**src/rtl/core/bit_adjacency_neuron_pool_macros.svh**
```systemverilog
// Assertion macros shared by the neuron pool RTL.
`ifndef BIT_ADJACENCY_NEURON_POOL_MACROS_SVH
`define BIT_ADJACENCY_NEURON_POOL_MACROS_SVH

// Same-cycle implication, sampled on clk and disabled during reset.
`define BITADJ_AST_IMP(lbl, ante, cons, msg) \
    lbl: assert property (@(posedge clk) disable iff (!rst_n) (ante) |-> (cons)) \
        else $error(msg);

// Next-cycle implication, sampled on clk and disabled during reset.
`define BITADJ_AST_NXT(lbl, ante, cons, msg) \
    lbl: assert property (@(posedge clk) disable iff (!rst_n) (ante) |=> (cons)) \
        else $error(msg);

`endif

```
**src/rtl/core/bitadj_pkg.sv**
```systemverilog
// Types, constants and helper functions of the neuron pool.
package bitadj_pkg;

    typedef enum logic [3:0] {
        OP_CLEAR      = 4'd0,
        OP_GROW       = 4'd1,
        OP_CONNECT    = 4'd2,
        OP_DISCONNECT = 4'd3,
        OP_WRITE      = 4'd4,
        OP_READ       = 4'd5,
        OP_DEGREE     = 4'd6,
        OP_SETTLE     = 4'd7,
        OP_HEBBIAN    = 4'd8,
        OP_SEED       = 4'd9
    } opcode_t;

    typedef enum logic [4:0] {
        ST_CLEAR,
        ST_IDLE,
        ST_GROW,
        ST_LINK_RA,
        ST_LINK_WA,
        ST_LINK_RB,
        ST_LINK_WB,
        ST_READ_W,
        ST_DEG,
        ST_SETTLE,
        ST_P_SELF,
        ST_P_SCAN,
        ST_P_DIV,
        ST_COPY,
        ST_STEP_END,
        ST_HEB_I,
        ST_HEB_IW,
        ST_HEB_J,
        ST_HEB_JW,
        ST_SEED,
        ST_FINISH
    } pool_state_t;

    typedef enum logic [1:0] {
        RNG_IDLE,
        RNG_MUL,
        RNG_WARM
    } rng_phase_t;

    typedef struct packed {
        logic seed_go;
        logic draw;
    } rng_ctrl_t;

    typedef struct packed {
        logic busy;
        logic draw_zero;
    } rng_stat_t;

    localparam int          WORD_BITS   = 64;
    localparam logic [7:0]  FIRE_LEVEL  = 8'd128;
    localparam logic [7:0]  LEVEL_MAX   = 8'd255;
    localparam logic [6:0]  DEGREE_MAX  = 7'd127;
    localparam logic [63:0] SEED_MUL_B  = 64'd6364136223846793005;
    localparam logic [63:0] SEED_MUL_C  = 64'd1103515245;
    localparam logic [63:0] SEED_ADD_B  = 64'd1;
    localparam logic [63:0] SEED_ADD_C  = 64'd12345;
    localparam logic [63:0] SEED_XOR_D  = 64'hdeadbeefcafebabe;
    localparam logic [6:0]  WARM_DRAWS  = 7'd20;

    function automatic logic [6:0] popcount64(input logic [63:0] w);
        logic [6:0] n;
        n = '0;
        for (int k = 0; k < 64; k++) begin
            n = n + 7'(w[k]);
        end
        return n;
    endfunction

endpackage

```
**src/rtl/core/bitadj_rng.sv**
```systemverilog
// xoshiro256** generator with a shift-add seeding sequence.
module bitadj_rng (
    input  logic                   clk,
    input  logic                   rst_n,
    input  bitadj_pkg::rng_ctrl_t  ctrl,
    input  logic [63:0]            seed_value,
    output bitadj_pkg::rng_stat_t  stat
);

    bitadj_pkg::rng_phase_t phase_reg, phase_next;
    logic [63:0] a_reg, a_next;
    logic [63:0] b_reg, b_next;
    logic [63:0] c_reg, c_next;
    logic [63:0] d_reg, d_next;
    logic [63:0] m_reg, m_next;
    logic [6:0]  count_reg, count_next;
    logic [63:0] b5;
    logic [63:0] c1, d1, b1, a1, c2;
    logic        step;

    // Only the low three bits of the output are used; they equal bits 59:57 of b*5.
    assign b5 = b_reg + {b_reg[61:0], 2'b00};
    assign c1 = c_reg ^ a_reg;
    assign d1 = d_reg ^ b_reg;
    assign b1 = b_reg ^ c1;
    assign a1 = a_reg ^ d1;
    assign c2 = c1 ^ {b_reg[46:0], 17'b0};

    always_comb
    begin
        phase_next = phase_reg;
        a_next     = a_reg;
        b_next     = b_reg;
        c_next     = c_reg;
        d_next     = d_reg;
        m_next     = m_reg;
        count_next = count_reg;
        step       = 1'b0;
        unique case (phase_reg)
            bitadj_pkg::RNG_IDLE:
            begin
                if (ctrl.seed_go)
                begin
                    a_next     = seed_value;
                    b_next     = bitadj_pkg::SEED_ADD_B;
                    c_next     = bitadj_pkg::SEED_ADD_C;
                    d_next     = seed_value ^ bitadj_pkg::SEED_XOR_D;
                    m_next     = seed_value;
                    count_next = '0;
                    phase_next = bitadj_pkg::RNG_MUL;
                end
                else if (ctrl.draw)
                begin
                    step = 1'b1;
                end
            end
            bitadj_pkg::RNG_MUL:
            begin
                if (bitadj_pkg::SEED_MUL_B[count_reg[5:0]])
                begin
                    b_next = b_reg + m_reg;
                end
                if (bitadj_pkg::SEED_MUL_C[count_reg[5:0]])
                begin
                    c_next = c_reg + m_reg;
                end
                m_next     = {m_reg[62:0], 1'b0};
                count_next = count_reg + 1'b1;
                if (count_reg == 7'd63)
                begin
                    count_next = '0;
                    phase_next = bitadj_pkg::RNG_WARM;
                end
            end
            bitadj_pkg::RNG_WARM:
            begin
                step       = 1'b1;
                count_next = count_reg + 1'b1;
                if (count_reg == bitadj_pkg::WARM_DRAWS - 1'b1)
                begin
                    phase_next = bitadj_pkg::RNG_IDLE;
                end
            end
            default:
            begin
                phase_next = bitadj_pkg::RNG_IDLE;
            end
        endcase
        if (step)
        begin
            a_next = a1;
            b_next = b1;
            c_next = c2;
            d_next = {d1[18:0], d1[63:19]};
        end
    end

    always_ff @(posedge clk or negedge rst_n)
    begin
        if (!rst_n)
        begin
            phase_reg <= bitadj_pkg::RNG_IDLE;
            a_reg     <= '0;
            b_reg     <= '0;
            c_reg     <= '0;
            d_reg     <= '0;
            count_reg <= '0;
        end
        else
        begin
            phase_reg <= phase_next;
            a_reg     <= a_next;
            b_reg     <= b_next;
            c_reg     <= c_next;
            d_reg     <= d_next;
            count_reg <= count_next;
        end
    end

    always_ff @(posedge clk)
    begin
        m_reg <= m_next;
    end

    assign stat.busy      = phase_reg != bitadj_pkg::RNG_IDLE;
    assign stat.draw_zero = b5[59:57] == 3'b000;

endmodule

```
**config.mk**
```make
export PLATFORM = sky130hd
export DESIGN_NAME = bitadj_rng
export DESIGN_NICKNAME = d
export VERILOG_FILES = /design/src/rtl/core/bit_adjacency_neuron_pool_macros.svh /design/src/rtl/core/bitadj_pkg.sv /design/src/rtl/core/bitadj_rng.sv
export SDC_FILE = /design/constraint.sdc
export NUM_CORES = 1
export LEC_CHECK = 0
export BUFFER_PORTS_ARGS = -buffer_cell sky130_fd_sc_hd__buf_2
export CAP_MARGIN = 20
export CORE_UTILIZATION = 34
export DETAILED_ROUTE_END_ITERATION = 8
export GPL_TIMING_DRIVEN = 0
export SKIP_LAST_GASP = 1
export SYNTH_ARGS = -nofsm -noshare
export SYNTH_HDL_FRONTEND = slang
export SYNTH_SLANG_ARGS = --single-unit
```
**constraint.sdc**
```tcl
create_clock -name clk -period 8.7 [get_ports clk]
set_input_delay 1.305 -clock clk [delete_from_list [all_inputs] [get_ports clk]]
set_output_delay 1.305 -clock clk [all_outputs]
set_load 0.1 [all_outputs]
```
==> impl_metrics.tcl <==
set metrics [dict create \
    skew_ns 0.0193 \
    pin_count 70 \
    wl_mm 109 \
    tightest_slew_ns 1.22 \
    slowest_stage "nor4_1" \
    viasPerCell 5.97 \
    drive_gt1_frac 0.0732 \
    finalHoldWorstSlack_ns 0.549 \
    synthArstFlopShare 0.805 \
    cts_resized 0 \
    slew_headroom 0.188 \
    grt_pass1_vias 23795 \
    hold_path.class "reg -> reg" \
    synth_edf_count 64 \
    rrSetupSlack_ns 3.67 \
    worstRegToRegCells 15 \
    path_class "reg -> out" \
    htree_levels 2 \
    hold_depth 2 \
    nets 3482 \
    cts_hold_buf 0 \
    vias 25559 \
    worst_setup_path_end_kind "output pin" \
    cp-start-kind "flip-flop" \
    worstHoldStart "d_reg[0]" \
    gr-total-overflow 0 \
    clkSlewWorstSetupHoldPaths_ns 0.06 \
    rsz0062_at_grt "no" \
    max_cap_viol_count 0 \
    synth_flop_cell "dfrtp_1" \
    wire_per_inst_um 25.4 \
    ys_warn_count 0 \
    syn_nets 3363 \
    post-route-period-util 0.742 \
    grt_usage 0.272 \
    syn_area_mm2 0.0263 \
    area_growth_pct 11.9 \
    tns_ns 0 \
    cp_slowest_stage_delay_ns 0.81 \
    syn_avg_cell_area_um2 8.48 \
    cts_buffers 42 \
    cp_max_fo 7 \
    hold_viol 0 \
    post-route-min-period_ns 6.45 \
    cts_tree "yes" \
    drv_slew 0 \
    die_area_mm2 0.0785 \
    std_cell_rows 101 \
    core_area_mm2 0.0762 \
    r2r_end "b_reg[48]" \
    netlist_instances 3102 \
    detailed_place_hpwl_mm 84.4 \
    clk_path_buf_depth 3 \
    cts.sinks 329 \
    die_y_um 280 \
    postCtsSetupBuffers 0 \
    path_cells "ha_1, nand3_1, or4b_2, nor4_1, o21ai_0, o211ai_1, a311oi_1, a21o_1, nand3_1, a211o_1, a21oi_1, xnor2_1, a21oi_1, buf_2" \
    antenna_found_initial 4 \
    grt_max_degree 101 \
    grt_pass1_wl_mm 158 \
    synth_cell_types 79 \
    first_pass_iters 7 \
    port_buffers 69 \
    initial_core_util 0.345 \
    setup_viol 0 \
    synth-seq-area-share 0.325 \
    cts-root-buf "clkbuf_16" \
    drc_errors 0 \
    fmax_mhz 155 \
    status "complete, no violations" \
    place.gp.congestion 0.978 \
    die_width_um 280 \
    crit_arrival_ns 5.15 \
    ant_nets 0 \
    drt_iter0_markers 2772 \
    synth.ff_latch_count 329 \
    hold_end "d_reg[0]" \
    r2r_start "b_reg[0]" \
    critPathRequiredTime_ns 7.39 \
    clock_latency_ns 0.60 \
]
worst max-delay path by stage:
stage | cells past startpoint | from | slack [ns] | end
after CTS | 14 | b_reg[23] | 2.41 | stat[0]
after global placement | 1 | rst_n | 0.79 | c_reg[43]
final | 14 | b_reg[23] | 2.25 | stat[0]
after floorplan | 13 | b_reg[21] | 3.40 | stat[0]
after detailed placement | 14 | b_reg[23] | 3.04 | stat[0]
after global routing | 14 | b_reg[23] | 2.23 | stat[0]
synth_stat cells (all sizes together) (28+ instances only):
library cell  number  share of area
inv               63         0.0090
o21bai            28         0.0081
clkbuf           168          0.024
o32ai             31          0.010
o21ai            307          0.059
dfrtp            265           0.25
nor2             178          0.025
xor2             151          0.050
nor3              57          0.011
mux2              65          0.028
edfxtp            64          0.073
o221ai            32          0.011
nand2            311          0.044
a211o             34          0.011
xnor2            144          0.048
nand4             45          0.011
a21boi            72          0.021
o22ai             69          0.016
nand3            105          0.020
a21o             131          0.037
a21oi            328          0.063
ha               191          0.091
logic make-up after synthesis:
| logic type | synth area share |
|---|---|
| xor+xnor | 0.0982 |
| mux | 0.0364 |
| flops | 0.325 |
| buf+inv | 0.0354 |
| simple gates | 0.136 |
| fa+ha+maj | 0.0924 |
| compound gates | 0.276 |
cell type report:
class,count,area (µm²)
Fill cell,7759,46800
Multi-Input combinational cell,2526,16800
Sequential cell,329,8550
Tap cell,1030,1290
Clock buffer,66,1280
Buffer,184,696
Timing Repair Buffer,75,475
Inverter,63,236
Clock inverter,9,67.6
Antenna cell,1,2.50
metal layers:
metal,global-route usage,part of all wire
met4,0.119,0.047
met2,0.420,0.44
met1,0.369,0.43
met3,0.0504,0.088
met5,0,0.00064
worst max-delay path, delay by kind of cell (launching register included):
| kind | cells | cell delay [ns] |
|---|---|---|
| AOI/OAI and AO/OA | 7 | 1.28 |
| adders and majority gates | 1 | 0.40 |
| DFF | 1 | 0.57 |
| and+or+nand+nor | 4 | 1.71 |
| xor gates and xnor gates | 1 | 0.13 |
| buffers and inverters | 1 | 0.44 |
cells in the final DEF, fill, tap and decap left out, drive strengths merged, types with 32 or more instances in the layout:
cell | synthesis | layout
a21oi | 328 | 328
nand2 | 311 | 311
o21ai | 307 | 307
dfrtp | 265 | 265
clkbuf | 168 | 234
ha | 191 | 191
nor2 | 178 | 178
xor2 | 151 | 151
xnor2 | 144 | 144
a21o | 131 | 131
nand3 | 105 | 105
buf | 16 | 91
a21boi | 72 | 72
o22ai | 69 | 69
mux2 | 65 | 65
inv | 63 | 65
edfxtp | 64 | 64
nor3 | 57 | 57
nand4 | 45 | 45
a211o | 34 | 34
o221ai | 32 | 32
stage by stage:
step	instance area [µm²]	setup slack, ns	cells	utilization
after global routing	29400	2.23	4282	0.386
after CTS	29400	2.41	4281	0.386
after global placement	27900	0.791	4201	0.367
after detailed placement	28100	3.04	4206	0.368
final	29400	2.25	4283	0.386
after floorplan	26300	3.40	3102	-
Power is not shown: default switching activity piles up to over one toggle a cycle in this logic, so the estimate is an artifact.
