===== config.mk =====
export PLATFORM = sky130hd
export DESIGN_NAME = bitadj_div
export DESIGN_NICKNAME = d
export VERILOG_FILES = /design/src/rtl/core/bit_adjacency_neuron_pool_macros.svh /design/src/rtl/core/bitadj_div.sv
export SDC_FILE = /design/constraint.sdc
export NUM_CORES = 1
export LEC_CHECK = 0
export BUFFER_PORTS_ARGS = -buffer_cell sky130_fd_sc_hd__buf_2
export CAP_MARGIN = 20
export CORE_MARGIN = 4
export CORE_UTILIZATION = 58
export CTS_CLUSTER_SIZE = 14
export DETAILED_ROUTE_END_ITERATION = 6
export PLACE_DENSITY = 0.84
export SLEW_MARGIN = 20
export SYNTH_ARGS = -nofsm -noshare
export SYNTH_HDL_FRONTEND = slang
export SYNTH_SLANG_ARGS = --single-unit
export TNS_END_PERCENT = 100

===== constraint.sdc =====
create_clock -name clk -period 6.6 [get_ports clk]
set_input_delay 1.32 -clock clk [delete_from_list [all_inputs] [get_ports clk]]
set_output_delay 1.32 -clock clk [all_outputs]
set_load 0.005 [all_outputs]

===== src/rtl/core/bit_adjacency_neuron_pool_macros.svh =====
// Assertion macros shared by the neuron pool RTL.
`ifndef BIT_ADJACENCY_NEURON_POOL_MACROS_SVH
`define BIT_ADJACENCY_NEURON_POOL_MACROS_SVH

// Same-cycle implication, sampled on clk and disabled during reset.
`define BITADJ_AST_IMP(lbl, ante, cons, msg) \
    lbl: assert property (@(posedge clk) disable iff (!rst_n) (ante) |-> (cons)) \
        else $error(msg);

// Next-cycle implication, sampled on clk and disabled during reset.
`define BITADJ_AST_NXT(lbl, ante, cons, msg) \
    lbl: assert property (@(posedge clk) disable iff (!rst_n) (ante) |=> (cons)) \
        else $error(msg);

`endif


===== src/rtl/core/bitadj_div.sv =====
// Restoring divider, one quotient bit per cycle.
module bitadj_div #(
    parameter int NUM_W = 14,
    parameter int DEN_W = 7
) (
    input  logic             clk,
    input  logic             rst_n,
    input  logic             start,
    input  logic [NUM_W-1:0] num,
    input  logic [DEN_W-1:0] den,
    output logic             busy,
    output logic [NUM_W-1:0] quot
);

    localparam int CW = $clog2(NUM_W + 1);

    logic [CW-1:0]    count_reg, count_next;
    logic             busy_reg, busy_next;
    logic [DEN_W-1:0] rem_reg, rem_next;
    logic [NUM_W-1:0] q_reg, q_next;
    logic [DEN_W-1:0] den_reg, den_next;
    logic [DEN_W:0]   shifted;
    logic             fits;

    always_comb
    begin
        count_next = count_reg;
        busy_next  = busy_reg;
        rem_next   = rem_reg;
        q_next     = q_reg;
        den_next   = den_reg;
        shifted    = {rem_reg, q_reg[NUM_W-1]};
        fits       = shifted >= {1'b0, den_reg};
        if (start)
        begin
            busy_next  = 1'b1;
            count_next = CW'(NUM_W);
            rem_next   = '0;
            q_next     = num;
            den_next   = den;
        end
        else if (busy_reg)
        begin
            // The remainder stays below the divisor, so it fits DEN_W bits.
            rem_next   = fits ? DEN_W'(shifted - {1'b0, den_reg}) : DEN_W'(shifted);
            q_next     = {q_reg[NUM_W-2:0], fits};
            count_next = count_reg - 1'b1;
            if (count_reg == CW'(1))
            begin
                busy_next = 1'b0;
            end
        end
    end

    always_ff @(posedge clk or negedge rst_n)
    begin
        if (!rst_n)
        begin
            busy_reg  <= 1'b0;
            count_reg <= '0;
        end
        else
        begin
            busy_reg  <= busy_next;
            count_reg <= count_next;
        end
    end

    always_ff @(posedge clk)
    begin
        rem_reg <= rem_next;
        q_reg   <= q_next;
        den_reg <= den_next;
    end

    assign busy = busy_reg;
    assign quot = q_reg;

endmodule


==> impl_metrics.yaml, run 1 <==
die:
  die_area_um2: 4190
  initial_utilization: 0.607
  ioPinCount: 39
  coreArea_um2: 3080
  die_w_um: 64.8
  die_h_um: 64.8
  rows: 20
setup_path:
  critPathMaxStageDelay_ns: 0.86
  cp_top_family: "flip-flops"
  arrival_ns: 1.42
  reg2reg_from: "quot[13]$_DFFE_PP_"
  cp_slowest_cell: "dfrtp_1"
  worstPathCellList: "buf_2"
  cp-end-kind: "primary output"
  crit_fanout: 26
  reg2reg_depth: 7
  crit_buf_inv: 1
  r2r_slack_ns: 4.16
  critical_path_class: "register to primary output"
  crit_required_ns: 5.28
  rr_endpoint: "rem_reg[2]$_SDFFE_PP0P_"
  crit_path_start_kind: "register"
clock_tree:
  clk_path_buf_depth: 2
  h-tree-depth: 2
  cts_buffers: 5
  cts_tree: "built"
  hold_buffers: 0
  clk_pin_slew_ns: 0.09
  clkLatencyLatePin_ns: 0.32
  cts_setup_buffers: 0
  post_cts_resized: 0
  clock_sinks: 33
  cts-root-buf: "clkbuf_4"
route:
  dr.first_iter.drc_count: 66
  routed_wl_um: 3760
  ant_nets: 0
  drt-wirelength-per-cell_um: 15.3
  drc: 0
  dr.pass1.iters: 4
  num_vias: 1383
  post_drt_via_cell_ratio: 5.64
synth:
  synth_top_area_cell: "edfxtp_1"
  synth_cell_types: 45
  synth_cells: 165
  yosys_warnings: 0
  netlist_area_um2: 1870
  async_flop_share: 0.152
  synth.avg_cell_area_um2: 11.3
  synth.net_count: 199
  synth_edf_count: 21
  yosysSeqAreaShare: 0.480
  synth_area_leaders: "edfxtp_1 (34%), mux2_2 (7.8%), dfxtp_1 (7.5%), dfrtp_1 (6.7%), ha_1 (6.0%)"
  yosys_most_used_dff: "edfxtp_1"
  synth_seq_cells: 33
  synth_top_cell_area_share: 0.338
min_path:
  hp-class: "register to register"
  min_path_cells: 2
  hold_end: "rem_reg[2]$_SDFFE_PP0P_"
  hp-start: "rem_reg[1]$_SDFFE_PP0P_"
global_route:
  grt_pass1_vias: 1398
  grt_overflow: 0
  antenna_found_initial: 0
  grt_pass1_wl_um: 6310
  grt_max_degree: 42
  grt_use_total: 0.195
sta:
  fin_crit_ns: 2.74
  rsz0062_at_grt: "false"
  finalCritPeriodShare: 0.415
  finClkSkew_ns: 0.0108
  drv_slew: 0
  finalHoldViolations: 0
  relSlewSlack: 0.476
  setup-tns-final_ns: 0
  setup_viol: 0
  max_freq_mhz: 365
  tightest_slew_ns: 0.786
layout:
  insertedDiodeCount: 0
  drive_gt1_frac: 0.333
  syn2layout_area_growth_pct: 14.3
  largest_reg_flops: 14
  final_nets: 234
power:
  power.leakage_nw: 0.915
  peakVddDrop_v: 0.000256
  power.total_mw: 0.726
  p_per_area_nw_per_um2: 340
placement:
  port_buffers: 38
  dp_hpwl_um: 2770
  gp_congestion: 0.830
outcome:
  status: "finished clean"
job:
  cap_viol_max_count: 0
area by class of cell:
cell class	count	area, µm²
repair buffers	38	190
fillers	245	943
well taps	44	55.1
clock inverters	2	33.8
flip-flops and latches	33	896
inverters	14	52.6
clock buffers	6	41.3
multi-input cells	108	866
cells in the final DEF, fill, tap and decap left out, types with 6 or more instances in the layout:
| cell | Yosys | routed |
|---|---|---|
| dfxtp_1 | 7 | 7 |
| mux2_2 | 13 | 13 |
| edfxtp_1 | 21 | 21 |
| ha_1 | 9 | 9 |
| nand2b_1 | 6 | 6 |
| nor3b_1 | 6 | 6 |
| nor2_1 | 9 | 9 |
| buf_2 | 0 | 38 |
| inv_1 | 14 | 14 |
| nand2_1 | 8 | 8 |
power by group:
group / switching [mW] / total (mW) / internal, mW
Sequential: 0.0289 / 0.290 / 0.261
Clock: 0.0647 / 0.144 / 0.0789
Combinational: 0.157 / 0.292 / 0.135
Total: 0.251 / 0.726 / 0.475
how the worst max path moves through the flow:
stage                     slack [ns]            endpoint  cells after the start            from
after CTS                       3.87                busy                      1  busy$_DFF_PN0_
final                           3.86                busy                      1  busy$_DFF_PN0_
after global routing            3.75                busy                      1  busy$_DFF_PN0_
after detailed placement        3.90   quot[1]$_DFFE_PP_                      2           start
after global placement          3.96   quot[5]$_DFFE_PP_                      2           start
after floorplan                 4.15  quot[10]$_DFFE_PP_                      3           start
logic make-up (layout without fill, tap and decap cells):
kind of cell | Yosys count | after routing | synth area share
multiplexers | 14 | 14 | 0.0837
AND/OR/NAND/NOR | 45 | 45 | 0.133
adder cells (fa/ha/maj) | 10 | 10 | 0.0710
buffers and inverters | 24 | 60 | 0.0569
AO/OA/AOI/OAI | 34 | 34 | 0.152
flip-flops | 33 | 33 | 0.480
XOR/XNOR | 5 | 5 | 0.0234
layer usage:
| metal | GRT usage | routed length (µm) | vias up |
|---|---|---|---|
| met1 | 0.236 | 1550 | 660 |
| met4 | 0.0765 | 79 | 0 |
| met5 | 0 | 0 | - |
| li1 | - | - | 678 |
| met3 | 0.0468 | 154 | 11 |
| met2 | 0.335 | 1970 | 34 |
through the flow:
step                      hold WS (ns)  worst slack (ns)   util  instances  cell area [µm²]
after global routing             0.583              3.75  0.693        245             2130
after global placement           0.500              3.96  0.669        237             2060
after CTS                        0.547              3.87  0.693        245             2130
final                            0.542              3.86  0.693        245             2130
after detailed placement         0.526              3.90  0.669        237             2060
after floorplan                  0.486              4.15      -        165             1870
cell usage after synthesis (all sizes together), types with 2 or more instances:
cell type,number
and3,2
nor2,9
inv,14
o21bai,3
mux2,13
o31ai,2
dfrtp,5
nand2b,6
dfxtp,7
xnor2,5
ha,9
a41oi,4
or3b,2
nor2b,2
nand4,2
o21ai,5
or2,3
nand2,8
buf,2
edfxtp,21
a311oi,3
clkbuf,8
a211oi,3
a21o,3
nor3b,6
nand3,2
a21oi,2
(Power assumes the default switching activity.)
==> inputs of run 2 (changes only) <==
Settings changed: ABC_AREA from default to 1, CORE_UTILIZATION 58 to 54, PLACE_DENSITY 0.84 to 0.79.
Clock period 6.6 ns to 2.6 ns, I/O delays scaled along.
==> impl_metrics.yaml, run 2 <==
sta:
  max_freq_mhz: 540
  whs_ns: 0.366
  fin_crit_ns: 1.85
  finalHoldViolations: 0
  setup_viol: 0
  tightest_slew_ns: 0.601
  relSlewSlack: 0.599
  setup-tns-final_ns: 0
  finClkSkew_ns: 0.0105
  finalCritPeriodShare: 0.712
  drv_slew: 0
  rsz0062_at_grt: "false"
layout:
  insertedDiodeCount: 0
  mostFrequentLayoutCell: "nand2_1"
  most-common-layout-cells: "nand2_1 (84), buf_2 (38), inv_1 (26)"
  largest_reg_flops: 14
  syn2layout_area_growth_pct: 19.3
  fin_util: 0.690
  final_nets: 286
  drive_gt1_frac: 0.233
setup_path:
  crit_required_ns: 2.78
  arrival_ns: 2.04
  path_common_cell: "nand2_1"
  crit_fanout: 8
  cp-end-kind: "register"
  rr_endpoint: "quot[0]$_DFFE_PP_"
  r2r_slack_ns: 0.75
  critical_path_class: "register to register"
  crit_path_start_kind: "register"
  reg2reg_depth: 10
  cp_slowest_cell: "fa_1"
  critPathMaxStageDelay_ns: 0.41
  worstPathCellList: "inv_1 -> ha_1 -> fa_1 -> inv_1 -> nand2_1 -> nand2_1 -> nand2_1 -> nand2_1 -> nand2_2 -> a31oi_1"
  reg2reg_from: "quot[13]$_DFFE_PP_"
synth:
  async_flop_share: 0.152
  synth_cell_types: 28
  synth_seq_cells: 33
  synth.avg_cell_area_um2: 8.62
  yosys_most_used_dff: "edfxtp_1"
  synth_cells: 208
  synth_top_cell_area_share: 0.352
  synth_top_area_cell: "edfxtp_1"
  synth_edf_count: 21
  synth_common_cells: "nand2_1 (84), inv_1 (26), edfxtp_1 (21)"
  synth.net_count: 242
  netlist_area_um2: 1790
  yosysSeqAreaShare: 0.500
  yosysMostFrequentCell: "nand2_1"
  synth_area_leaders: "edfxtp_1 (35%), nand2_1 (18%), dfxtp_1 (7.8%), dfrtp_1 (7.0%), ha_1 (6.3%)"
  yosys_warnings: 0
clock_tree:
  clk_path_buf_depth: 2
  cts-root-buf: "clkbuf_4"
  post_cts_resized: 0
  clk_pin_slew_ns: 0.12
  h-tree-depth: 2
  clkLatencyLatePin_ns: 0.33
  cts_buffers: 5
  cts_tree: "built"
  clock_sinks: 33
die:
  rows: 20
  initial_utilization: 0.578
  coreArea_um2: 3100
  die_w_um: 65.6
  die_area_um2: 4310
  ioPinCount: 39
  die_h_um: 65.6
power:
  swShare: 0.364
  power.leakage_nw: 1.11
  intPower_mw: 1.18
  clkPwrFrac: 0.221
  power_switching_mw: 0.678
  combPwrFrac: 0.393
  p_per_area_nw_per_um2: 870
  seqPwrFrac: 0.386
  peakVddDrop_v: 0.000524
global_route:
  grt_pass1_wl_um: 6130
  grt_busiest_layer: "met2"
  gr-usage-met3: 0.0581
  grt_max_degree: 26
  met1_usage: 0.241
  grt_overflow: 0
  grt_use_total: 0.188
  grtUsageMet2: 0.303
  grt_pass1_vias: 1400
  antenna_found_initial: 0
route:
  routed_wl_um: 3550
  ant_nets: 0
  post_drt_via_cell_ratio: 4.86
  drt-wirelength-per-cell_um: 11.9
  dr.pass1.iters: 4
  drc: 0
  num_vias: 1444
  dr.first_iter.drc_count: 121
min_path:
  hp-class: "input port to register"
  min_path_cells: 1
  hold_end: "den_reg[6]$_DFFE_PP_"
  hp-start: "den[6]"
placement:
  gp_congestion: 0.803
  dp_hpwl_um: 2670
  port_buffers: 38
outcome:
  status: "finished clean"
job:
  cap_viol_max_count: 0
-- run 2: cell count changes after synthesis, moves of 5 or more --
cell | previous run | this run
nor3b_1 | 6 | 0
mux2_2 | 13 | 0
clkbuf_1 | 7 | 2
nand3_1 | 2 | 15
xnor2_1 | 5 | 0
inv_1 | 14 | 26
nand2_1 | 8 | 84
nand2b_1 | 6 | 0
-- run 2: cells by family (layout without fill, tap and decap cells) --
group / Yosys count / count (layout) / synth area share
AOI/OAI and AO/OA: 11 / 11 / 0.0419
xor gates and xnor gates: 2 / 2 / 0.00977
adders and majority gates: 10 / 10 / 0.0740
buffers and inverters: 31 / 76 / 0.0656
DFF: 33 / 33 / 0.500
and+or+nand+nor: 121 / 121 / 0.309
-- run 2: power groups by stage --
| stage | sequential (mW) | combinational, mW | clock, mW |
|---|---|---|---|
| after global routing | 0.732 | 0.838 | 0.457 |
| final | 0.719 | 0.731 | 0.412 |
| after CTS | 0.720 | 0.736 | 0.423 |
| after floorplan | 0.711 | 0.582 | 0 |
| after detailed placement | 0.728 | 0.731 | 0 |
| after global placement | 0.727 | 0.720 | 0 |
-- run 2: routing by layer --
metal  wire (µm)  up-vias  share of wire
li1            -      761              -
met4          21        0         0.0059
met5           0        -              0
met3         199        2          0.056
met1        1590      638           0.45
met2        1740       43           0.49
-- run 2: final cells by class --
class	count	area (µm²)
clock buffers	7	87.6
clock inverters	1	8.76
fillers	274	963
inverters	28	105
multi-input cells	144	779
flip-flops and latches	33	896
well taps	44	55.1
repair buffers	40	208
-- run 2: how the worst max path moves through the flow --
stage                             startpoint                 endpoint  cells after the start
after floorplan           quot[13]$_DFFE_PP_  rem_reg[0]$_SDFFE_PP0P_                     11
after global placement    quot[13]$_DFFE_PP_        quot[0]$_DFFE_PP_                     10
after detailed placement  quot[13]$_DFFE_PP_        quot[0]$_DFFE_PP_                     10
after CTS                 quot[13]$_DFFE_PP_  rem_reg[0]$_SDFFE_PP0P_                     12
after global routing      quot[13]$_DFFE_PP_  rem_reg[0]$_SDFFE_PP0P_                     12
final                     quot[13]$_DFFE_PP_        quot[0]$_DFFE_PP_                     10
-- run 2: through the flow --
step / total power, mW / setup WS, ns / instance area (µm²) / instances
floorplan: 1.29 / 0.899 / 1790 / 208
global placement: 1.45 / 0.854 / 2030 / 288
detailed placement: 1.46 / 0.783 / 2030 / 288
CTS: 1.88 / 0.741 / 2140 / 297
global route: 2.03 / 0.574 / 2140 / 297
finish: 1.86 / 0.748 / 2140 / 297
-- run 2: worst max-delay path, delay by kind of cell, from the launching register on --
| family | cells | cell delay, ns |
|---|---|---|
| flops | 1 | 0.37 |
| compound gates | 1 | 0.16 |
| simple gates | 5 | 0.39 |
| buf+inv | 2 | 0.16 |
| fa+ha+maj | 2 | 0.64 |
-- run 2: timing repair --
action | 4_1_cts | 5_1_grt
hold buffers | 1 | 0
setup buffers | 0 | 0
endpoints found under the hold margin | 5 | 0
setup endpoints to repair | 0 | 0
